**src/design/rep_pkg.sv**
```systemverilog
`timescale 1ns / 1ps

package rep_pkg;

   localparam int ANGLE_BITS_DEF = 16;
   localparam int CSR_ADDR_BITS = 4;
   localparam int QUEUE_DEPTH = 4;
   localparam int CORDIC_STEPS = 24;
   localparam int SQRT_STEPS = 32;
   localparam int NUM_BITS = 45;

   localparam logic signed [33:0] CORDIC_X0 = 34'sd652032874;

   localparam logic signed [31:0] ATAN_TURN [CORDIC_STEPS] = '{
      32'sd536870912, 32'sd316933406, 32'sd167458907, 32'sd85004756,
      32'sd42667331, 32'sd21354465, 32'sd10679838, 32'sd5340245,
      32'sd2670163, 32'sd1335087, 32'sd667544, 32'sd333772,
      32'sd166886, 32'sd83443, 32'sd41722, 32'sd20861,
      32'sd10430, 32'sd5215, 32'sd2608, 32'sd1304,
      32'sd652, 32'sd326, 32'sd163, 32'sd81
   };

   localparam logic signed [15:0] TRIG_ONE = 16'sd16384;
   localparam logic [16:0] OUT_LIMIT = 17'd65536;

   localparam logic [15:0] AXIS_A_RESET = 16'd0;
   localparam logic [15:0] AXIS_B_RESET = 16'd0;
   localparam logic signed [15:0] ROT_COS_RESET = 16'sd2280;
   localparam logic signed [15:0] ROT_SIN_RESET = 16'sd16225;

   typedef enum logic [1:0] {
      REG_AXIS_A  = 2'd0,
      REG_AXIS_B  = 2'd1,
      REG_ROT_COS = 2'd2,
      REG_ROT_SIN = 2'd3
   } reg_index_type;

   typedef enum logic [1:0] {
      QUAD_0   = 2'd0,
      QUAD_90  = 2'd1,
      QUAD_180 = 2'd2,
      QUAD_270 = 2'd3
   } quad_type;

   typedef struct packed {
      quad_type          quad;
      logic signed [31:0] resid;
   } item_type;

   typedef struct packed {
      logic signed [15:0] cos_v;
      logic signed [15:0] sin_v;
   } trig_type;

   typedef struct packed {
      logic [15:0]        axis_a;
      logic [15:0]        axis_b;
      logic signed [15:0] rot_cos;
      logic signed [15:0] rot_sin;
   } cfg_type;

   typedef struct packed {
      logic full;
      logic empty;
   } qstat_type;

endpackage

```
**src/design/rep_fifo.sv**
```systemverilog
`timescale 1ns / 1ps

module rep_fifo (
   input  logic               clock,
   input  logic               reset,
   input  logic               push,
   input  rep_pkg::item_type  wr_item,
   input  logic               pop,
   output rep_pkg::item_type  rd_item,
   output rep_pkg::qstat_type stat
);

   localparam int Depth = rep_pkg::QUEUE_DEPTH;
   localparam int PtrBits = $clog2(Depth);
   localparam int CntBits = $clog2(Depth + 1);

   rep_pkg::item_type  slot_ff [Depth];
   logic [PtrBits-1:0] wr_ptr_ff;
   logic [PtrBits-1:0] wr_ptr_in;
   logic [PtrBits-1:0] rd_ptr_ff;
   logic [PtrBits-1:0] rd_ptr_in;
   logic [CntBits-1:0] count_ff;
   logic [CntBits-1:0] count_in;
   logic               do_push;
   logic               do_pop;

   assign stat.full  = (count_ff == CntBits'(Depth));
   assign stat.empty = (count_ff == '0);
   assign do_push    = push && !stat.full;
   assign do_pop     = pop && !stat.empty;
   assign rd_item    = slot_ff[rd_ptr_ff];

   always_comb begin
      wr_ptr_in = wr_ptr_ff;
      rd_ptr_in = rd_ptr_ff;
      count_in  = count_ff;
      if (do_push) begin
         wr_ptr_in = (wr_ptr_ff == PtrBits'(Depth - 1)) ? '0 : wr_ptr_ff + 1'b1;
      end
      if (do_pop) begin
         rd_ptr_in = (rd_ptr_ff == PtrBits'(Depth - 1)) ? '0 : rd_ptr_ff + 1'b1;
      end
      if (do_push && !do_pop) begin
         count_in = count_ff + 1'b1;
      end else if (do_pop && !do_push) begin
         count_in = count_ff - 1'b1;
      end
   end

   always_ff @(posedge clock) begin
      if (reset) begin
         wr_ptr_ff <= '0;
         rd_ptr_ff <= '0;
         count_ff  <= '0;
      end else begin
         wr_ptr_ff <= wr_ptr_in;
         rd_ptr_ff <= rd_ptr_in;
         count_ff  <= count_in;
      end
   end

   always_ff @(posedge clock) begin
      if (do_push) begin
         slot_ff[wr_ptr_ff] <= wr_item;
      end
   end

endmodule

```
**config.mk**
```make
export PLATFORM = sky130hd
export DESIGN_NAME = rep_fifo
export DESIGN_NICKNAME = d
export VERILOG_FILES = /design/src/design/rep_pkg.sv /design/src/design/rep_fifo.sv
export SDC_FILE = /design/constraint.sdc
export NUM_CORES = 1
export LEC_CHECK = 0
export BUFFER_PORTS_ARGS = -buffer_cell sky130_fd_sc_hd__buf_2
export CAP_MARGIN = 0
export CORE_AREA = 10 10 86 143
export CTS_BUF_LIST = sky130_fd_sc_hd__clkbuf_16
export CTS_CLUSTER_SIZE = 8
export DETAILED_ROUTE_END_ITERATION = 16
export DIE_AREA = 0 0 96 153
export PLACE_DENSITY = 0.77
export SLEW_MARGIN = 40
export SYNTH_ARGS = -nofsm -noshare
export SYNTH_HDL_FRONTEND = slang
export SYNTH_SLANG_ARGS = --single-unit
```
**constraint.sdc**
```tcl
create_clock -name clock -period 2.4 [get_ports clock]
set_input_delay 0.12 -clock clock [delete_from_list [all_inputs] [get_ports clock]]
set_output_delay 0.12 -clock clock [all_outputs]
set_load 0.05 [all_outputs]
```
== Yosys cells after proc, flatten, opt, wreduce, memory -nomap -nowiden ==
Memories as Yosys holds them, arrays and structs flattened. A register that Yosys moved wholly into a read port is not among the register bits.
Index checks and enable logic that the tools add are counted.

* Latch bits: 0
* Bits in registers: 7
* Memories: 1
* Bits of input ports: 38
* Output and inout bits: 36
* Word-level logic and storage cells: 29
* ROM bits: 0
* Memory bits (writable): 136

{| class="wikitable"
|+ Memories
! memory !! words !! width !! read ports !! clocked after Yosys merged registers in !! write ports !! RTL line !! text
|-
| slot_ff || 4 || 34 || 1 || 1 || 1 || rep_fifo.sv:17 || <nowiki>rep_pkg::item_type slot_ff [Depth];</nowiki>
|}

* Shift operators: 0
* Multiply operators: 0
* Add/subtract/negate cells: 4
* Order comparisons: 0
* Multiplexer cells: 8
* Equal/unequal tests: 3
* Reduce and logical (&&, ||, !) cells: 10
* Divide/modulo/power cells: 0
* Bitwise logic cells: 0

{| class="wikitable"
|+ Operators with widths
! cell !! count
|-
| $mux W2 || 4
|-
| $mux W3 || 2
|-
| $add A2 B1 Y2 const B || 2
|-
| $eq A2 B2 Y1 const B || 2
|-
| $logic_and A1 B1 Y1 || 4
|-
| $logic_not A1 Y1 || 4
|-
| $add A3 B1 Y3 const B || 1
|-
| $eq A3 B3 Y1 const B || 1
|-
| $logic_not A3 Y1 || 1
|-
| $sub A3 B1 Y3 const B || 1
|-
| $mux W1 || 2
|-
| $reduce_bool A2 Y1 || 1
|}

== Longest topological paths before layout ==
Gate-level depths: netlist of run 1.

* Depth after elaboration: 7
* Mapped depth: 10
* Gate-level depth less buffers: 9

== Worst setup path before layout of run 1 ==
No wires, ideal clock.

* Path type: flip-flop to flip-flop
* From: register count_ff[0]
* To: register count_ff[2]
* Arrival: 2,207 ps
* Data required time: 2,330 ps
* Cell stages (with the launch flop): 11
* Setup time: 70 ps
* Slack: 123 ps
* Buffers on the path: 1
* Period minus slack after synthesis: 2,277 ps
* Path through: dfxtp_1 > or3b_1 > buf_6 > clkinv_4 > nor2_2 > ha_1 > inv_1 > fa_1 > xor2_1 > or3_2 > a21oi_1

{| class="wikitable"
|+ RTL lines
! what !! RTL line !! text
|-
| start, declared || rep_fifo.sv:22 || <nowiki>logic [CntBits-1:0] count_ff;</nowiki>
|-
| start signal, assigned || rep_fifo.sv:58 || <nowiki>count_ff <= count_in;</nowiki>
|}

== Worst setup path in the final report of run 1 ==
* From: register count_ff[1]
* To: register count_ff[2]

* Word-level cells in the longest chain between the ends: 6
* Elaborated cells between the ends (all ways): 15
* Classes of those cells: 2 x add/sub; 1 x eq/ne; 2 x mux; 10 x reduce/logical

{| class="wikitable"
|+ RTL lines
! what
|-
| parallel branches: the longest is 6 deep, another holds $sub A3 B1 Y3
|}

Parallel ways; which one is timed is not known. The select of a mux whose other input is x is not followed.
A chain may end at the register's enable or synchronous reset.

==> metrics.txt, run 1 <==
Detail Route Antenna Nets=0; min cycle time layout=2.24 ns; first-pass GRT wire length=16200 µm; layout net count=395; final hold slack=0.0804 ns; sw power=0.00249 W; IO Port Bufs=73; via/cell ratio=5.47; initial antenna violation count=0; Pint=0.00537 W; drt total wl=10000 µm; synthesized area per cell=23.7 µm²; worst-path fanout max=5; sw frac=31.7%; drc violations=0; CTS tree=yes; most numerous cell in the Yosys netlist=edfxtp_1; CTS Buffer Depth=2; Worst Path Arrival=2.57 ns; drt pass-1 iters=4; GRT overflow=0; post-route insts no fill=484; Setup violations, final=0; Synth Instances=228; Sequential Power Share=40.5%; vias=2649; Max VDD drop=0.924 mV; Synth cell types=26; CP Data Required Time=2.73 ns; die area=14700 µm²; Cell Rows=48; H-tree depth=4; fin area=6810 µm²; placed insts=421; Core ar.=9850 µm²; worst slew pin tran=0.533 ns; Area contributors post-synth=edfxtp_1, mux4_2, dfxtp_1; placed inst area=5910 µm²; post-place setup slack=0.100 ns; setup slack, reg-to-reg=0.16 ns; Antenna Cells=0; total CTS buffers=17; Post-synth EDFFs=136; GR Util All Layers=14.8%; multi-input logic area=1060 µm²; register bit total from synthesis=145; dominant synthesized flop cell=edfxtp_1; clk slew on worst S/H paths=0.05 ns; vias in the first global route=3041; maxcap violations=0; # IOs=74; asr flop ratio synth=0%; sequential-to-total area share from yosys stat=79.0%; RSZ-0062 raised after global routing=false; Hold Violations, Final=0; Power Density=1150 nW/µm²; detailed placement HPWL=6230 µm; Layout area overhead=26.2%; combinational share of power=28.1%; post-synthesis cell type with the largest combined area=edfxtp_1; Pleak=2.39 nW; Worst Slack Setup Final=0.159 ns; status=finished, final reports clean; Max-slew headroom=64.5%; yosys warns=0; WS Path Type=register to register; DR WL/cell=20.7 µm; clock share of power=31.4%; GP Congestion=0.701; Register Area=4270 µm²; Initial Util=54.8%; type of origin of the critical path=register; Fmax=0.446 GHz; syn nets=273; max-slew violation count=0; Mapped Area=5400 µm²; Fill cells=609; Die H=153 µm; Synth top area share=75.7%; share of layout cells above drive strength 1=41.5%; Synth top cells by count=edfxtp_1, mux4_2, dfxtp_1; CTS root buffer=clkbuf_16; worst hold path type=primary input to register; Clk Latency, worst-skew pair=0.40 ns; largest net degree at the start of global routing=35; DIE WIDTH=96 µm; TNS Setup=0 ns; CTS Sinks=145; DRT iter0 DRCs=122; crit path capture type=register; Tcrit/Tclk final=93.4%; final setup skew=0.00516 ns
-- final timing paths --
path | startpoint | endpoint | cells past startpoint
hold / removal | push | wr_ptr_ff[1]$_SDFFE_PP0P_ | 3
setup / recovery | count_ff[1]$_SDFFE_PP0P_ | count_ff[2]$_SDFFE_PP0P_ | 7
hold reg to reg | rd_ptr_ff[0]$_SDFFE_PP0P_ | register | 2
setup reg to reg | count_ff[1]$_SDFFE_PP0P_ | count_ff[2]$_SDFFE_PP0P_ | 7
-- power by group through the flow --
stage | sequential (W) | clock, W | combinational, W
global placement | 0.00321 | 0 | 0.00217
detailed placement | 0.00323 | 0 | 0.00220
floorplan | 0.00317 | 0 | 0.00175
CTS | 0.00319 | 0.00251 | 0.00225
global route | 0.00321 | 0.00263 | 0.00235
finish | 0.00318 | 0.00247 | 0.00221
-- routing by layer --
metal	GRT usage, %	share of wire (%)
met5	0	0
met4	7.13	1.9
met3	5.20	5.1
met2	25.0	55
met1	15.7	38
-- layout make-up --
class,instances,share of cell area [%]
tap,125,2.30
multi-input combinational,68,15.6
inverter,5,0.349
sequential,145,62.7
clock inverter,11,1.84
timing repair buffer,113,11.1
clock buffer,17,6.25
-- kinds of logic after synthesis --
logic type | count (synthesis) | synth area share [%]
compound gates | 7 | 0.927
xor+xnor | 2 | 0.325
fa+ha+maj | 7 | 1.76
buf+inv | 15 | 1.69
flops | 145 | 79.0
mux | 36 | 14.6
simple gates | 16 | 1.74
-- registers in the layout (all words and copies together), names as in the netlist, named ones only --
name	flops
count_ff	3
slot_ff	136
wr_ptr_ff	2
rd_ptr_ff	2
-- stage by stage --
step / utilization [%] / total power, W
global route: 69.2 / 0.00819
global placement: 59.8 / 0.00538
CTS: 69.1 / 0.00795
floorplan: - / 0.00493
detailed placement: 60.0 / 0.00543
finish: 69.2 / 0.00786
-- critical path, cell delays in order (launching register included) --
cell and delay, ns:
dfxtp_1 0.36, o31ai_2 0.40, ha_1 0.26, inv_1 0.06, fa_1 0.37, xor2_1 0.18, or3_2 0.41, a21oi_1 0.14
-- cell usage in the layout, fill, tap and decap left out, drive strengths merged --
master / netlist / routed
or3: 2 / 2
inv: 4 / 5
clkinv: 1 / 8
nor3: 2 / 2
ha: 6 / 6
a21oi: 3 / 3
mux4: 34 / 34
o21ai: 2 / 2
nand2: 1 / 1
xor2: 2 / 2
mux2i: 2 / 2
o31ai: 2 / 2
nor2: 4 / 4
clkbuf: 2 / 17
and3: 4 / 4
dlygate4sd3: 0 / 35
nand3: 2 / 2
fa: 1 / 1
buf: 8 / 78
edfxtp: 136 / 136
dfxtp: 9 / 9
bufinv: 0 / 3
or3b: 1 / 1
-- timing repair --
item,CTS,global route
endpoints found under the setup margin,0,1
hold buffers,35,0
gates resized for setup,0,2
setup buffers,0,0
endpoints found under the hold margin,137,0
Note: power is estimated with default switching activity, not from simulation.
==> run 2, diff against run 1 <==
--- a/config.mk
+++ b/config.mk
@@ -6,13 +6,13 @@
 export NUM_CORES = 1
 export LEC_CHECK = 0
 export BUFFER_PORTS_ARGS = -buffer_cell sky130_fd_sc_hd__buf_2
-export CAP_MARGIN = 0
-export CORE_AREA = 10 10 86 143
+export CAP_MARGIN = 15
+export CORE_AREA = 2 2 86 150
 export CTS_BUF_LIST = sky130_fd_sc_hd__clkbuf_16
 export CTS_CLUSTER_SIZE = 8
 export DETAILED_ROUTE_END_ITERATION = 16
-export DIE_AREA = 0 0 96 153
-export PLACE_DENSITY = 0.77
+export DIE_AREA = 0 0 88 152
+export PLACE_DENSITY = 0.65
 export SLEW_MARGIN = 40
 export SYNTH_ARGS = -nofsm -noshare
 export SYNTH_HDL_FRONTEND = slang
==> run 2 against run 1 <==
  * Clock-buffer cell count increased by 1
  * Flip-flop and latch count unchanged
  * Clock skew increased by 0.0026 ns
  * Sequential share of layout area decreased by 0.72 points
  * Sequential power about the same
  * Via count decreased by 2.3%
  * Largest power group unchanged
  * Critical path depth increased by 2
==> metrics.txt, run 2 (same netlist as run 1, synthesis figures left out) <==
status=finished, final reports clean (unchanged); Sequential Power Share=41.7% (was 40.5%); CTS Buffer Depth=2 (unchanged); sw frac=32.7% (was 31.7%); Largest regs=slot_ff: 136 flops, count_ff: 3 flops (unchanged); CTS Sinks=145 (unchanged); vias=2589 (was 2649); setup slack, reg-to-reg=0.18 ns (was 0.16 ns); WS Path Type=register to register (unchanged); RSZ-0062 raised after global routing=false (unchanged); initial antenna violation count=0 (unchanged); Worst Path Arrival=2.55 ns (was 2.57 ns); placed inst area=5990 µm² (was 5910 µm²); # IOs=74 (unchanged); worst hold start=push (unchanged); clock share of power=29.4% (was 31.4%); Util after Layout=56.4% (was 69.2%); combinational share of power=28.9% (was 28.1%); DR WL/cell=17.2 µm (was 20.7 µm); drt pass-1 iters=4 (unchanged); Detail Route Antenna Nets=0 (unchanged); type of origin of the critical path=register (unchanged); via/cell ratio=4.88 (was 5.47); DIE WIDTH=88 µm (was 96 µm); CTS tree=yes (unchanged); final setup skew=0.00778 ns (was 0.00516 ns); Core ar.=12200 µm² (was 9850 µm²); Reg-to-Reg Start=count_ff[2]$_SDFFE_PP0P_ (was count_ff[1]$_SDFFE_PP0P_); drt total wl=9150 µm (was 10000 µm); maxcap violations=0 (unchanged); GR Util All Layers=14.8% (about the same); Tcrit/Tclk final=92.4% (was 93.4%); GP Congestion=0.692 (was 0.701); CTS root buffer=clkbuf_16 (unchanged); largest net degree at the start of global routing=35 (unchanged); max reg flops=136 (unchanged); Register Area=4270 µm² (about the same); vias in the first global route=2782 (was 3041); fin area=6890 µm² (was 6810 µm²); Initial Util=44.1% (was 54.8%); max-slew violation count=0 (unchanged); Setup violations, final=0 (unchanged); Cell Rows=54 (was 48); share of layout cells above drive strength 1=42.1% (was 41.5%); min cycle time layout=2.22 ns (was 2.24 ns); Antenna Cells=0 (unchanged); GRT overflow=0 (unchanged); worst slew pin tran=0.541 ns (was 0.533 ns); CP Data Required Time=2.73 ns (about the same); Pint=0.00518 W (was 0.00537 W); worst hold path type=primary input to register (unchanged); die area=13400 µm² (was 14700 µm²); clk slew on worst S/H paths=0.06 ns (was 0.05 ns); Max VDD drop=0.639 mV (was 0.924 mV); H-tree depth=4 (unchanged); drc violations=0 (unchanged); Pleak=2.39 nW (about the same); DRT iter0 DRCs=160 (was 122); Max-slew headroom=63.9% (was 64.5%); Min-Delay Endpoint=wr_ptr_ff[0]$_SDFFE_PP0P_ (was wr_ptr_ff[1]$_SDFFE_PP0P_); worst-path fanout max=5 (unchanged); commonest cells after routing, fill and taps aside=edfxtp_1, buf_2, dlygate4sd3_1 (unchanged); crit path capture type=register (unchanged); Hold Violations, Final=0 (unchanged); total CTS buffers=17 (unchanged); Die H=152 µm (was 153 µm); Layout area overhead=27.7% (was 26.2%); most flop-heavy register=slot_ff (unchanged); IO Port Bufs=73 (unchanged); detailed placement HPWL=5560 µm (was 6230 µm); R2R Path End=count_ff[2]$_SDFFE_PP0P_ (unchanged); layout net count=395 (unchanged); first-pass GRT wire length=14300 µm (was 16200 µm); Hold Path Depth=3 (unchanged); Clk Latency, worst-skew pair=0.40 ns (about the same); total design power=0.00771 W (was 0.00786 W); multi-input logic area=1080 µm² (was 1060 µm²); Power Density=1120 nW/µm² (was 1150 nW/µm²); Fill cells=922 (was 609); Fmax=0.451 GHz (was 0.446 GHz); TNS Setup=0 ns (unchanged); most common cell after layout, fill and taps aside=edfxtp_1 (unchanged); sw power=0.00252 W (was 0.00249 W); worst r2r path cells=9 (was 7)
## run 2: cell types whose count changed in the layout (fill, tap and decap cells not counted), sizes merged
| cell | change |
|---|---|
| bufinv | -3 |
| clkbuf | +1 |
| clkinv | +2 |
| inv | +4 |
## run 2: power groups by stage
| stage | Sequential [W] | Clock (W) | Combinational (W) |
|---|---|---|---|
| after floorplan | 0.00317 | 0 | 0.00175 |
| after global placement | 0.00324 | 0 | 0.00216 |
| after detailed placement | 0.00326 | 0 | 0.00219 |
| after CTS | 0.00321 | 0.00231 | 0.00224 |
| after global routing | 0.00324 | 0.00241 | 0.00236 |
| final | 0.00321 | 0.00226 | 0.00223 |
## run 2: worst max path at each step
stage	from	endpoint	cells after the start
3_5_place_dp	count_ff[0]$_SDFFE_PP0P_	count_ff[2]$_SDFFE_PP0P_	9
3_3_place_gp	count_ff[0]$_SDFFE_PP0P_	count_ff[2]$_SDFFE_PP0P_	9
4_1_cts	count_ff[0]$_SDFFE_PP0P_	count_ff[2]$_SDFFE_PP0P_	9
2_1_floorplan	count_ff[0]$_SDFFE_PP0P_	count_ff[2]$_SDFFE_PP0P_	10
5_1_grt	count_ff[2]$_SDFFE_PP0P_	count_ff[2]$_SDFFE_PP0P_	9
6_report	count_ff[2]$_SDFFE_PP0P_	count_ff[2]$_SDFFE_PP0P_	9
## run 2: per-stage QoR
step / hold slack [ns] / std cells / setup slack, ns
after floorplan: 0.219 / 228 / 0.123
after global placement: 0.330 / 463 / 0.170
after detailed placement: 0.340 / 463 / 0.0489
after CTS: 0.0422 / 530 / 0.0172
after global routing: 0.0604 / 531 / 0.0303
final: 0.0586 / 531 / 0.181
## run 2: layer usage
metal	share of wire (%)	vias up	track usage, %
met5	0	-	0
met3	3.3	8	4.07
li1	-	1195	-
met4	1.6	0	7.03
met2	55	57	25.1
met1	40	1329	17.0
## run 2: worst max-delay path, cell delays in order (launching register included)
cell	delay [ns]
dfxtp_1	0.36
or3b_4	0.27
clkinv_4	0.06
nor2_4	0.11
ha_2	0.19
inv_1	0.05
fa_1	0.37
xor2_1	0.19
or3_2	0.41
a21oi_1	0.15
## run 2: layout make-up
cell class | count | share of cell area (%)
flip-flops and latches | 145 | 61.9
clock inverters | 14 | 1.05
inverters | 5 | 0.345
well taps | 168 | 3.05
multi-input cells | 68 | 15.6
repair buffers | 113 | 11.5
clock buffers | 18 | 6.53
## run 2: timing repair
item                                    CTS  global route
hold endpoints to repair                144             0
buffers inserted                          0             1
resized for setup                         0             6
endpoints found under the setup margin    0             1
hold buffers                             35             0
