**src/design/rep_pkg.sv**
```systemverilog
`timescale 1ns / 1ps

package rep_pkg;

   localparam int ANGLE_BITS_DEF = 16;
   localparam int CSR_ADDR_BITS = 4;
   localparam int QUEUE_DEPTH = 4;
   localparam int CORDIC_STEPS = 24;
   localparam int SQRT_STEPS = 32;
   localparam int NUM_BITS = 45;

   localparam logic signed [33:0] CORDIC_X0 = 34'sd652032874;

   localparam logic signed [31:0] ATAN_TURN [CORDIC_STEPS] = '{
      32'sd536870912, 32'sd316933406, 32'sd167458907, 32'sd85004756,
      32'sd42667331, 32'sd21354465, 32'sd10679838, 32'sd5340245,
      32'sd2670163, 32'sd1335087, 32'sd667544, 32'sd333772,
      32'sd166886, 32'sd83443, 32'sd41722, 32'sd20861,
      32'sd10430, 32'sd5215, 32'sd2608, 32'sd1304,
      32'sd652, 32'sd326, 32'sd163, 32'sd81
   };

   localparam logic signed [15:0] TRIG_ONE = 16'sd16384;
   localparam logic [16:0] OUT_LIMIT = 17'd65536;

   localparam logic [15:0] AXIS_A_RESET = 16'd0;
   localparam logic [15:0] AXIS_B_RESET = 16'd0;
   localparam logic signed [15:0] ROT_COS_RESET = 16'sd2280;
   localparam logic signed [15:0] ROT_SIN_RESET = 16'sd16225;

   typedef enum logic [1:0] {
      REG_AXIS_A  = 2'd0,
      REG_AXIS_B  = 2'd1,
      REG_ROT_COS = 2'd2,
      REG_ROT_SIN = 2'd3
   } reg_index_type;

   typedef enum logic [1:0] {
      QUAD_0   = 2'd0,
      QUAD_90  = 2'd1,
      QUAD_180 = 2'd2,
      QUAD_270 = 2'd3
   } quad_type;

   typedef struct packed {
      quad_type          quad;
      logic signed [31:0] resid;
   } item_type;

   typedef struct packed {
      logic signed [15:0] cos_v;
      logic signed [15:0] sin_v;
   } trig_type;

   typedef struct packed {
      logic [15:0]        axis_a;
      logic [15:0]        axis_b;
      logic signed [15:0] rot_cos;
      logic signed [15:0] rot_sin;
   } cfg_type;

   typedef struct packed {
      logic full;
      logic empty;
   } qstat_type;

endpackage

```
**src/design/rep_front.sv**
```systemverilog
`timescale 1ns / 1ps

module rep_front #(
   parameter int ANGLE_BITS = rep_pkg::ANGLE_BITS_DEF
) (
   input  logic                clock,
   input  logic                reset,
   input  logic                push,
   input  logic [15:0]         angle,
   output logic                full,
   input  rep_pkg::qstat_type  q_stat,
   output logic                q_push,
   output rep_pkg::item_type   q_item
);

   logic               fr_valid_ff;
   logic               fr_valid_in;
   rep_pkg::item_type  fr_item_ff;
   rep_pkg::item_type  fr_item_in;
   logic               accept;
   logic [31:0]        ang_ext;
   logic [31:0]        phase;
   logic [31:0]        bias;
   rep_pkg::quad_type  quad;
   logic [31:0]        resid;

   // turn fraction, nearest quarter turn and signed residual
   assign ang_ext = {16'b0, angle};
   assign phase   = ang_ext << (32 - ANGLE_BITS);
   assign bias    = phase + 32'h2000_0000;
   assign quad    = rep_pkg::quad_type'(bias[31:30]);
   assign resid   = phase - {quad, 30'b0};

   assign full   = fr_valid_ff && q_stat.full;
   assign q_push = fr_valid_ff && !q_stat.full;
   assign q_item = fr_item_ff;
   assign accept = push && !full;

   always_comb begin
      fr_valid_in = fr_valid_ff;
      fr_item_in  = fr_item_ff;
      if (accept) begin
         fr_valid_in      = 1'b1;
         fr_item_in.quad  = quad;
         fr_item_in.resid = $signed(resid);
      end else if (q_push) begin
         fr_valid_in = 1'b0;
      end
   end

   always_ff @(posedge clock) begin
      if (reset) begin
         fr_valid_ff <= 1'b0;
      end else begin
         fr_valid_ff <= fr_valid_in;
      end
   end

   always_ff @(posedge clock) begin
      fr_item_ff <= fr_item_in;
   end

endmodule

```
**config.mk**
```make
export PLATFORM = sky130hd
export DESIGN_NAME = rep_front
export DESIGN_NICKNAME = d
export VERILOG_FILES = /design/src/design/rep_pkg.sv /design/src/design/rep_front.sv
export SDC_FILE = /design/constraint.sdc
export NUM_CORES = 1
export LEC_CHECK = 0
export BUFFER_PORTS_ARGS = -buffer_cell sky130_fd_sc_hd__clkbuf_2
export CAP_MARGIN = 20
export CORE_MARGIN = 2
export CORE_UTILIZATION = 39
export DETAILED_ROUTE_END_ITERATION = 7
export PLACE_DENSITY = 0.78
export SYNTH_ARGS = -nofsm -noshare
export SYNTH_HDL_FRONTEND = slang
export SYNTH_SLANG_ARGS = --single-unit
```
**constraint.sdc**
```tcl
create_clock -name clock -period 1.75 [get_ports clock]
set_clock_uncertainty 0.2 [all_clocks]
set_input_delay 0.2625 -clock clock [delete_from_list [all_inputs] [get_ports clock]]
set_output_delay 0.2625 -clock clock [all_outputs]
set_load 0.005 [all_outputs]
```
==> Word-level counts from Yosys, hierarchy flattened <==
Index checks and enable logic that the tools add are counted.
{ "word_totals": {"output_inout_bits": 36, "mem_bits_rw": 0, "latch_bits": 0, "romBits": 0, "reg_bits": 35, "n_memories": 0} }
{ "op_classes": {"bitwise_logic": 0, "muxes": 2, "add_sub_neg": 2, "shifts": 0, "n_lt_le_gt_ge": 0, "n_eq_ne": 0, "mul": 0, "n_reduce_logical": 6, "div": 0} }
{ "op_table": {"columns": ["cell", "count"], "rows": [
  ["adder 32 x 30 -> 32 bit, second input constant", 1],
  ["subtractor 32 bit", 1],
  ["logical AND 1 bit", 3],
  ["logical NOT 1 bit", 2],
  ["two-way mux 1 bit", 2],
  ["nonzero test 2 bit", 1]
]} }

==> Longest topological paths before layout <==
Gate-level depths: netlist of the first run.
{ "depth": {"ltp_word": 4, "depth_mapped": 3, "ltp_nobuf": 3} }

==> Worst setup path before layout of the first run <==
Ideal clock, no wire load.
{ "synth_path": {"path_kind": "flip-flop to flip-flop", "from": "reg fr_valid_ff", "to": "reg fr_item_ff (netlist bit q_item[16]) (enable)", "period_less_slack_ns": 1.533, "path_stages_with_launch": 3, "setup_slack_ns": 0.217, "setup_time_ns": 0.378, "arrival_time_ns": 0.955, "cell_sequence": "dfxtp_1 and2_4 nor2b_2"} }
{ "synth_via": {"elab_chain_cells": 3} }
{ "synth_rtl": {"columns": ["item", "line", "source"], "rows": [
  ["from (decl)", "rep_front.sv:16", "logic fr_valid_ff;"],
  ["from (signal assigned)", "rep_front.sv:55", "fr_valid_ff <= fr_valid_in;"],
  ["logical AND 1 bit", "rep_front.sv:34", "assign full = fr_valid_ff && q_stat.full;"],
  ["named net full", "rep_front.sv:10", "output logic full,"],
  ["logical NOT 1 bit", "rep_front.sv:37", "assign accept = push && !full;"],
  ["logical AND 1 bit", "rep_front.sv:37", null],
  ["named net accept", "rep_front.sv:20", "logic accept;"],
  ["to (signal assigned)", "rep_front.sv:60", "fr_item_ff <= fr_item_in;"],
  ["to (decl)", "rep_front.sv:18", "rep_pkg::item_type fr_item_ff;"]
]} }
The timed path passes the listed nets, and every way through them passes these cells.
A chain may end at the register's enable or synchronous reset.

==> Final worst setup path of the first run <==
{ "layout_path": {"from": "in angle[13]", "to": "reg fr_item_ff (netlist bit q_item[30]) (data pin)"} }
{ "layout_via": {"elab_chain_cells": 2} }
{ "layout_rtl": {"columns": ["item", "line", "source"], "rows": [
  ["from (decl)", "rep_front.sv:9", "input logic [15:0] angle,"],
  ["adder 32 x 30 -> 32 bit", "rep_front.sv:30", "assign bias = phase + 32'h2000_0000;"],
  ["subtractor 32 bit (*)", "rep_front.sv:32", "assign resid = phase - {quad, 30'b0};"],
  ["named net resid[30]", "rep_front.sv:25", "logic [31:0] resid;"]
]} }
The timed path passes the listed nets; every way through them passes the cells marked *.

==> results.yml, run 1 <==
outcome:
  status: "finished, final reports clean"
clock_network:
  cts_max_level: 1
  cts_root_buf: "clkbuf_4"
  clkLatencyLatePin_ps: 290
  clkTransAtPathRegs_ps: 100
  cts_tree: "built"
  postCtsSetupBuffers: 0
  cts_made_buffers: 3
  cts_sinks: 19
  cts_hold_buf: 16
  post_cts_resize_count: 0
  cts_max_path_buffers: 2
layout:
  fillers: 161
  diodes: 0
  layout-drive-gt1-share_pct: 43.93
  fin_nets: 131
  area_growth_pct: 46.30
timing:
  setup_tns_ps: 0
  finalSetupViolCount: 0
  grt_setup_unrepaired: "no"
  worst_slack_ps: 228.9
  fmax_mhz: 657.4
  drv_slew: 0
  hold_viol_final: 0
  min_period_ps: 1521
  period_share_pct: 86.92
floorplan:
  start_util_pct: 40.49
  core_area_um2: 1922
  io_pins: 57
  dieArea_um2: 2369
  rows: 16
  dieHeight_um: 48.67
  die_w_um: 48.67
global_route:
  grt_overflow: 0
  track_usage_pct: 12.18
  antenna_found_initial: 0
  grt_max_degree: 19
  grt_first_pass_wirelength_um: 2125
  grt_pass1_vias: 498
synthesis:
  synth_enable_flop_cells: 18
  synth_top_family_by_area: "buffers and inverters"
  yosysTopAreaCellShare_pct: 69.45
  synth_simple_gate_area_share_pct: 3.859
  yosys-top-cells-area: "edfxtp_1 69%, buf_4 15%, ha_1 3.2%"
  ys.flop_type: "edfxtp_1"
  synthesis.area_um2: 778.2
  synth_xor_area_share_pct: 3.376
  ys_top_cells_by_count: "18 x edfxtp_1, 16 x buf_4, 2 x ha_1, 2 x inv_1, 2 x xor2_1"
  synth-seq-cells: 19
  avgSynthCellArea_um2: 16.21
  syn_inst: 48
  yosysUniqueCellTypes: 13
  synth_compound_area_share_pct: 0.6431
  synth_warnings: 0
  synth_mux_area_share_pct: 0
  synth_most_common_cell: "edfxtp_1"
  yosysSeqAreaShare_pct: 72.03
  synth_adder_area_share_pct: 3.215
  yosysTopAreaCell: "edfxtp_1"
  synthArstFlopShare_pct: 0
power:
  p_leak_nw: 0.5449
  peakVddDrop_v: 0.0002732
  power.total_uw: 871.2
  pwr_density_cell_nw_per_um2: 765.2
hold_path:
  holdPathEnd: "q_item[33]$_DFFE_PP_"
  hp-class: "in2reg"
  whs_path_depth: 2
  hold_start: "angle[15]"
flow_run:
  max_cap_viol_count: 0
setup_path:
  r2r_end: "fr_valid_ff$_SDFFE_PP0P_"
  slowest_delay_ps: 540
  critPathKind: "in2reg"
  start_kind: "input pin"
  crit_fanout: 3
  rrSetupSlack_ps: 400
  reg2reg_from: "fr_valid_ff$_SDFFE_PP0P_"
  critPathSlowestCell: "dlygate4sd3_1"
  cp_cell_sequence: "dlygate4sd3_1 > clkbuf_2 > ha_1 > xnor2_1"
  r2r_cells: 3
  cp_data_arrival_time_ps: 1370
  crit_path_end_kind: "flop"
  critPathRequiredTime_ps: 1600
drt:
  firstDrtPassIters: 2
  drt_first_iter_violations: 10
  vias: 516
  antenna_left: 0
  drc_errors: 0
  wl_um: 1382
  vias_per_cell: 3.851
  routedWlPerCell_um: 10.31
placement:
  port_buffers: 39
  gp_congestion: 0.5393
  pre_cts_slack_ps: 362.4
  place_hpwl_um: 890.4
[layer usage]
metal	track usage, %	vias up	part of all wire, %
met5	0	-	0
met4	5.714	0	0
met3	4.938	0	10
met2	22.83	32	56
met1	11.25	235	34
li1	-	249	-
[through the flow]
stage	hold slack (ps)	cell area (um2)	std cells	util [%]
2_1_floorplan	134.9	834.6	63	-
3_3_place_gp	221.4	950.9	114	49.48
3_5_place_dp	226.4	950.9	114	49.48
4_1_cts	86.49	1139	134	59.24
5_1_grt	89.25	1139	134	59.24
6_report	93.71	1139	134	59.24
[final cells by class]
cell class              count  area, um2  share of cell area [%]
flip-flops and latches     19      560.5                   49.23
repair buffers             56      362.8                   31.87
multi-input cells          26      146.4                   12.86
well taps                  27      33.78                   2.967
clock buffers               3      22.52                   1.978
inverters                   2      7.507                  0.6593
clock inverters             1      5.005                  0.4396
[state kept, by name (all words and copies together) (netlist names)]
| register | flops |
|---|---|
| q_item | 18 |
| fr_valid_ff | 1 |
[cell usage in the layout, fill, tap and decap left out]
| cell type | n |
|---|---|
| a21oi_1 | 1 |
| edfxtp_1 | 18 |
| conb_1 | 16 |
| xnor2_1 | 1 |
| clkbuf_2 | 39 |
| buf_4 | 1 |
| nor2_1 | 1 |
| xor2_1 | 2 |
| dlygate4sd3_1 | 16 |
| and2b_2 | 1 |
| dfxtp_1 | 1 |
| clkinv_2 | 1 |
| ha_1 | 2 |
| nor2b_2 | 1 |
| and2_4 | 1 |
| clkbuf_4 | 3 |
| inv_1 | 2 |
[cells by family after synthesis]
| family | after synthesis |
|---|---|
| other | 1 |
| and+or+nand+nor | 4 |
| AOI/OAI and AO/OA | 1 |
| xor gates and xnor gates | 3 |
| buffers and inverters | 18 |
| adders and majority gates | 2 |
| DFF | 19 |
[worst max path at each step]
stage,startpoint,endpoint,slack (ps),cells past startpoint
CTS,angle[13],q_item[30]$_DFFE_PP_,230,4
floorplan,fr_valid_ff$_SDFFE_PP0P_,q_item[16]$_DFFE_PP_,220,2
detailed placement,q_stat[1],q_item[23]$_DFFE_PP_,360,4
global route,angle[13],q_item[30]$_DFFE_PP_,210,4
finish,angle[13],q_item[30]$_DFFE_PP_,230,4
global placement,q_stat[1],q_item[19]$_DFFE_PP_,390,4
[critical path, delay by kind of cell]
| family | cells | cell delay (ps) |
|---|---|---|
| buffers and inverters | 2 | 670 |
| xor gates and xnor gates | 1 | 130 |
| adders and majority gates | 1 | 320 |
[power by group]
part           total (mW)  switching (mW)  internal, mW
combinational       0.121          0.0528        0.0685
sequential          0.542         0.00867         0.533
clock               0.208           0.123        0.0848
total               0.871           0.185         0.686
(Power assumes the default switching activity.)
==> run 2, diff against run 1 <==
--- a/config.mk
+++ b/config.mk
@@ -8,9 +8,9 @@
 export BUFFER_PORTS_ARGS = -buffer_cell sky130_fd_sc_hd__clkbuf_2
 export CAP_MARGIN = 20
 export CORE_MARGIN = 2
-export CORE_UTILIZATION = 39
+export CORE_UTILIZATION = 35
 export DETAILED_ROUTE_END_ITERATION = 7
-export PLACE_DENSITY = 0.78
+export PLACE_DENSITY = 0.73
 export SYNTH_ARGS = -nofsm -noshare
 export SYNTH_HDL_FRONTEND = slang
 export SYNTH_SLANG_ARGS = --single-unit
==> constraint.sdc (replaced) <==
create_clock -name clock -period 1.2 [get_ports clock]
set_clock_uncertainty 0.2 [all_clocks]
set_input_delay 0.18 -clock clock [delete_from_list [all_inputs] [get_ports clock]]
set_output_delay 0.18 -clock clock [all_outputs]
set_load 0.005 [all_outputs]
==> run 2 against run 1 <==
  * The run now ends with negative setup slack left
  * Global-route usage decreased by 1.5 points
  * Sequential power grew 46%
  * Via count fell by 2.3%
  * Utilization is 3.9 points lower
  * Die area is 10% higher
  * Sequential share of layout area down 2.0 points
  * Critical path depth fell by 2
  * Total power grew 46%
==> results.yml, run 2 (same netlist as run 1, synthesis figures left out) <==
flow_run:
  max_cap_viol_count: 0
layout:
  fin_nets: 134
  diodes: 0
  fillers: 187
  layout_common_cells: "38 x clkbuf_2, 18 x edfxtp_1, 17 x dlygate4sd3_1"
  final_common_cell: "clkbuf_2"
  largest_register_ffs: 18
  fin_util_pct: 55.33
  layout-drive-gt1-share_pct: 44.55
  area_growth_pct: 52.73
  fin_area_um2: 1189
setup_path:
  rrSetupSlack_ps: -70
  start_kind: "flop"
  crit_fanout: 3
  crit_path_end_kind: "primary output"
  cp_cell_sequence: "and2b_2 > clkbuf_2"
  slowest_delay_ps: 340
  critPathKind: "reg2out"
  cp_data_arrival_time_ps: 900
  critPathSlowestCell: "dfxtp_2"
  critPathRequiredTime_ps: 820
power:
  p_leak_nw: 0.5653
  peakVddDrop_v: 0.0004555
  pwr_density_cell_nw_per_um2: 1074
global_route:
  track_usage_pct: 10.71
  grt_first_pass_wirelength_um: 2007
  antenna_found_initial: 0
  grt_max_degree: 19
  grt_pass1_vias: 501
  grt_overflow: 0
clock_network:
  cts_sinks: 19
  cts_max_level: 1
  cts_tree: "built"
  cts_max_path_buffers: 2
  cts_root_buf: "clkbuf_4"
  cts_made_buffers: 3
  clkLatencyLatePin_ps: 280
  clkTransAtPathRegs_ps: 90
timing:
  drv_slew: 0
  period_share_pct: 106.7
  hold_viol_final: 0
  setup_tns_ps: -1309
  fmax_mhz: 781.0
  grt_setup_unrepaired: "yes"
  worst_slack_ps: -80.36
  min_period_ps: 1280
  holdWs_ps: 63.15
  finalSetupViolCount: 20
drt:
  antenna_left: 0
  firstDrtPassIters: 2
  wl_met1_um: 459
  drc_errors: 0
  routedWlPerCell_um: 9.464
  highest_layer: "met3"
  wl_um: 1306
  dr_wl_met2_um: 683
  drt_first_iter_violations: 2
  route.met3.wl_um: 164
  vias: 504
  vias_per_cell: 3.652
hold_path:
  hp-class: "in2reg"
placement:
  post_dp_cell_area_um2: 984.7
  place_hpwl_um: 946
  port_buffers: 39
  gp_congestion: 0.6208
floorplan:
  dieHeight_um: 51.16
  die_w_um: 51.16
  rows: 17
  start_util_pct: 36.23
  dieArea_um2: 2617
  io_pins: 57
  core_area_um2: 2148
outcome:
  violations: "negative setup slack"
  status: "finished with violations"
run 2: area by class of cell:
type / count / area, um2 / share of cell area (%)
Clock buffer: 4 / 26.28 / 2.211
Inverter: 2 / 7.507 / 0.6316
Multi-Input combinational cell: 26 / 151.4 / 12.74
Sequential cell: 19 / 561.8 / 47.26
Tap cell: 28 / 35.03 / 2.947
Timing Repair Buffer: 59 / 406.6 / 34.21
run 2: critical path: cells and delay by family (launching register included):
kind | cells | cell delay, ps
DFF | 1 | 340
and+or+nand+nor | 1 | 180
buffers and inverters | 1 | 110
run 2: final timing paths:
| path | to | startpoint | cells after the start |
|---|---|---|---|
| worst min register to register | fr_valid_ff$_SDFFE_PP0P_ | fr_valid_ff$_SDFFE_PP0P_ | 2 |
| worst max-delay path | q_push | fr_valid_ff$_SDFFE_PP0P_ | 2 |
| worst max register to register | q_item[32]$_DFFE_PP_ | fr_valid_ff$_SDFFE_PP0P_ | 3 |
| worst min-delay path | fr_valid_ff$_SDFFE_PP0P_ | q_stat[1] | 4 |
run 2: power by group:
part,internal [mW],switching [mW]
combinational,0.115,0.0790
clock,0.129,0.165
sequential,0.777,0.0115
run 2: what timing repair did:
action                                 in CTS  in global routing
buffers inserted                            0                  0
setup endpoints to repair                  20                 24
endpoints found under the hold margin      16                  0
resized for setup                           1                  1
hold buffers                               17                  0
pin swaps                                   0                  1
run 2: routing by layer:
layer | vias to the layer above | GRT usage, %
met5 | - | 0
met4 | 0 | 6.757
met3 | 0 | 2.339
met2 | 38 | 20.13
met1 | 211 | 10.40
li1 | 255 | -
run 2: stage by stage:
stage | setup slack [ps] | instances | power [mW]
after CTS | -97.43 | 138 | 1.294
after detailed placement | -41.91 | 117 | 0.9521
after global routing | -119.5 | 138 | 1.338
final | -80.36 | 138 | 1.276
after floorplan | -123.4 | 63 | 0.8955
after global placement | -14.77 | 117 | 0.9469
==> run 3, diff against run 2 <==
==> constraint.sdc (replaced) <==
create_clock -name clock -period 1.15 [get_ports clock]
set_clock_uncertainty 0.2 [all_clocks]
set_input_delay 0.1725 -clock clock [delete_from_list [all_inputs] [get_ports clock]]
set_output_delay 0.1725 -clock clock [all_outputs]
set_load 0.005 [all_outputs]
==> run 3 against run 2 <==
  * The flow still finishes with violations (negative setup slack)
  * Flip-flop and latch count unchanged
  * Via count is 2.2% higher
  * Clock-buffer cell count unchanged
  * Global-route usage shrank 0.66 points
  * Highest routed layer is now met4
  * Critical path depth unchanged
  * Largest power group unchanged
  * Critical endpoint unchanged
  * Design area is the same
  * Combinational power increased by 4%
==> results.yml, run 3 (same netlist as run 1, synthesis figures left out) <==
timing:
  min_period_ps: 1279
  drv_slew: 0
  period_share_pct: 111.2
  fmax_mhz: 782.0
  holdWs_ps: 48.69
  worst_slack_ps: -128.9
  finalSetupViolCount: 26
  hold_viol_final: 0
  grt_setup_unrepaired: "yes"
drt:
  vias_per_cell: 3.732
  routedWlPerCell_um: 9.203
  antenna_left: 0
  wl_um: 1270
  vias: 515
  drt_first_iter_violations: 2
  firstDrtPassIters: 2
  drc_errors: 0
global_route:
  antenna_found_initial: 0
  grt_pass1_vias: 494
  grt_overflow: 0
  use_met1_pct: 8.969
  grt_max_degree: 19
  grt_first_pass_wirelength_um: 1863
  track_usage_pct: 10.05
  met3_usage_pct: 2.339
  busiest_layer: "met2"
  grtUsageMet2_pct: 18.83
setup_path:
  start_kind: "flop"
  critPathKind: "reg2out"
  reg2reg_from: "fr_valid_ff$_SDFFE_PP0P_"
  rrSetupSlack_ps: -110
  crit_path_end_kind: "primary output"
  critPathRequiredTime_ps: 780
  r2r_end: "q_item[32]$_DFFE_PP_"
  r2r_cells: 3
  crit_fanout: 3
  cp_data_arrival_time_ps: 910
clock_network:
  cts_max_path_buffers: 2
  cts_tree: "built"
  clkLatencyLatePin_ps: 280
  clkTransAtPathRegs_ps: 90
  cts_root_buf: "clkbuf_4"
  cts_sinks: 19
  cts_max_level: 1
  postCtsSetupBuffers: 0
  cts_made_buffers: 3
power:
  pwr_density_cell_nw_per_um2: 1123
  p_leak_nw: 0.5653
  power.total_mw: 1.334
  peakVddDrop_v: 0.0005951
hold_path:
  hold_start: "q_stat[1]"
  holdPathEnd: "fr_valid_ff$_SDFFE_PP0P_"
  hp-class: "in2reg"
  whs_path_depth: 4
layout:
  fin_nets: 134
  layout-drive-gt1-share_pct: 44.55
  area_growth_pct: 52.73
  diodes: 0
  stdcell_count: 138
  layout_common_cells: "38 x clkbuf_2, 18 x edfxtp_1, 17 x dlygate4sd3_1"
  fillers: 181
  final_common_cell: "clkbuf_2"
  largest_register_ffs: 18
placement:
  place_hpwl_um: 901.5
  dpl.cell_count: 117
  port_buffers: 39
  gp_congestion: 0.6218
outcome:
  violations: "negative setup slack"
  status: "finished with violations"
floorplan:
  die_w_um: 51.16
  io_pins: 57
  start_util_pct: 36.23
  core_area_um2: 2148
  dieArea_um2: 2617
  dieHeight_um: 51.16
  rows: 17
flow_run:
  max_cap_viol_count: 0
## run 3: per-stage QoR
step	instance area, um2	utilization [%]	setup TNS [ps]	worst slack, ps
2_1_floorplan	839.6	-	-3121	-173.4
3_3_place_gp	984.7	45.84	-1172	-62.99
3_5_place_dp	984.7	45.84	-1644	-88.59
4_1_cts	1182	55.04	-2228	-142.7
5_1_grt	1189	55.33	-3646	-174.4
6_report	1189	55.33	-2329	-128.9
## run 3: layer usage
metal / vias up / part of all wire, % / routed length [um]
li1: 254 / - / -
met1: 221 / 38 / 481
met5: - / 0 / 0
met4: 0 / 0.71 / 9
met2: 38 / 49 / 619
met3: 2 / 13 / 159
## run 3: timing repair
item                                    in CTS  in global routing
endpoints found under the setup margin      35                 38
resized for setup                            1                  1
pin swaps                                    0                  1
hold buffers                                17                  0
hold endpoints to repair                    16                  0
## run 3: where the power goes
group | leakage (nW) | switching [mW] | internal [mW]
Sequential | 0.183 | 0.0127 | 0.811
Combinational | 0.367 | 0.0817 | 0.120
Clock | 0.0150 | 0.174 | 0.135
Total | 0.565 | 0.269 | 1.07
## run 3: how the worst max path moves through the flow
stage,from,end,slack (ps),depth (start not counted)
floorplan,fr_valid_ff$_SDFFE_PP0P_,q_item[16]$_DFFE_PP_,-170,2
global placement,fr_valid_ff$_SDFFE_PP0P_,q_item[29]$_DFFE_PP_,-60,3
finish,fr_valid_ff$_SDFFE_PP0P_,q_push,-130,2
global route,fr_valid_ff$_SDFFE_PP0P_,q_push,-170,2
detailed placement,fr_valid_ff$_SDFFE_PP0P_,q_item[26]$_DFFE_PP_,-90,3
CTS,fr_valid_ff$_SDFFE_PP0P_,q_push,-140,2
## run 3: layout make-up
cell class	instances	area [um2]	share of cell area, %
Inverter	2	7.507	0.6316
Sequential cell	19	561.8	47.26
Multi-Input combinational cell	26	151.4	12.74
Tap cell	28	35.03	2.947
Clock buffer	4	26.28	2.211
Timing Repair Buffer	59	406.6	34.21
## run 3: critical path, cell delays in order (launching register included)
cell and delay [ps]:
dfxtp_2 340, and2b_2 180, clkbuf_2 100
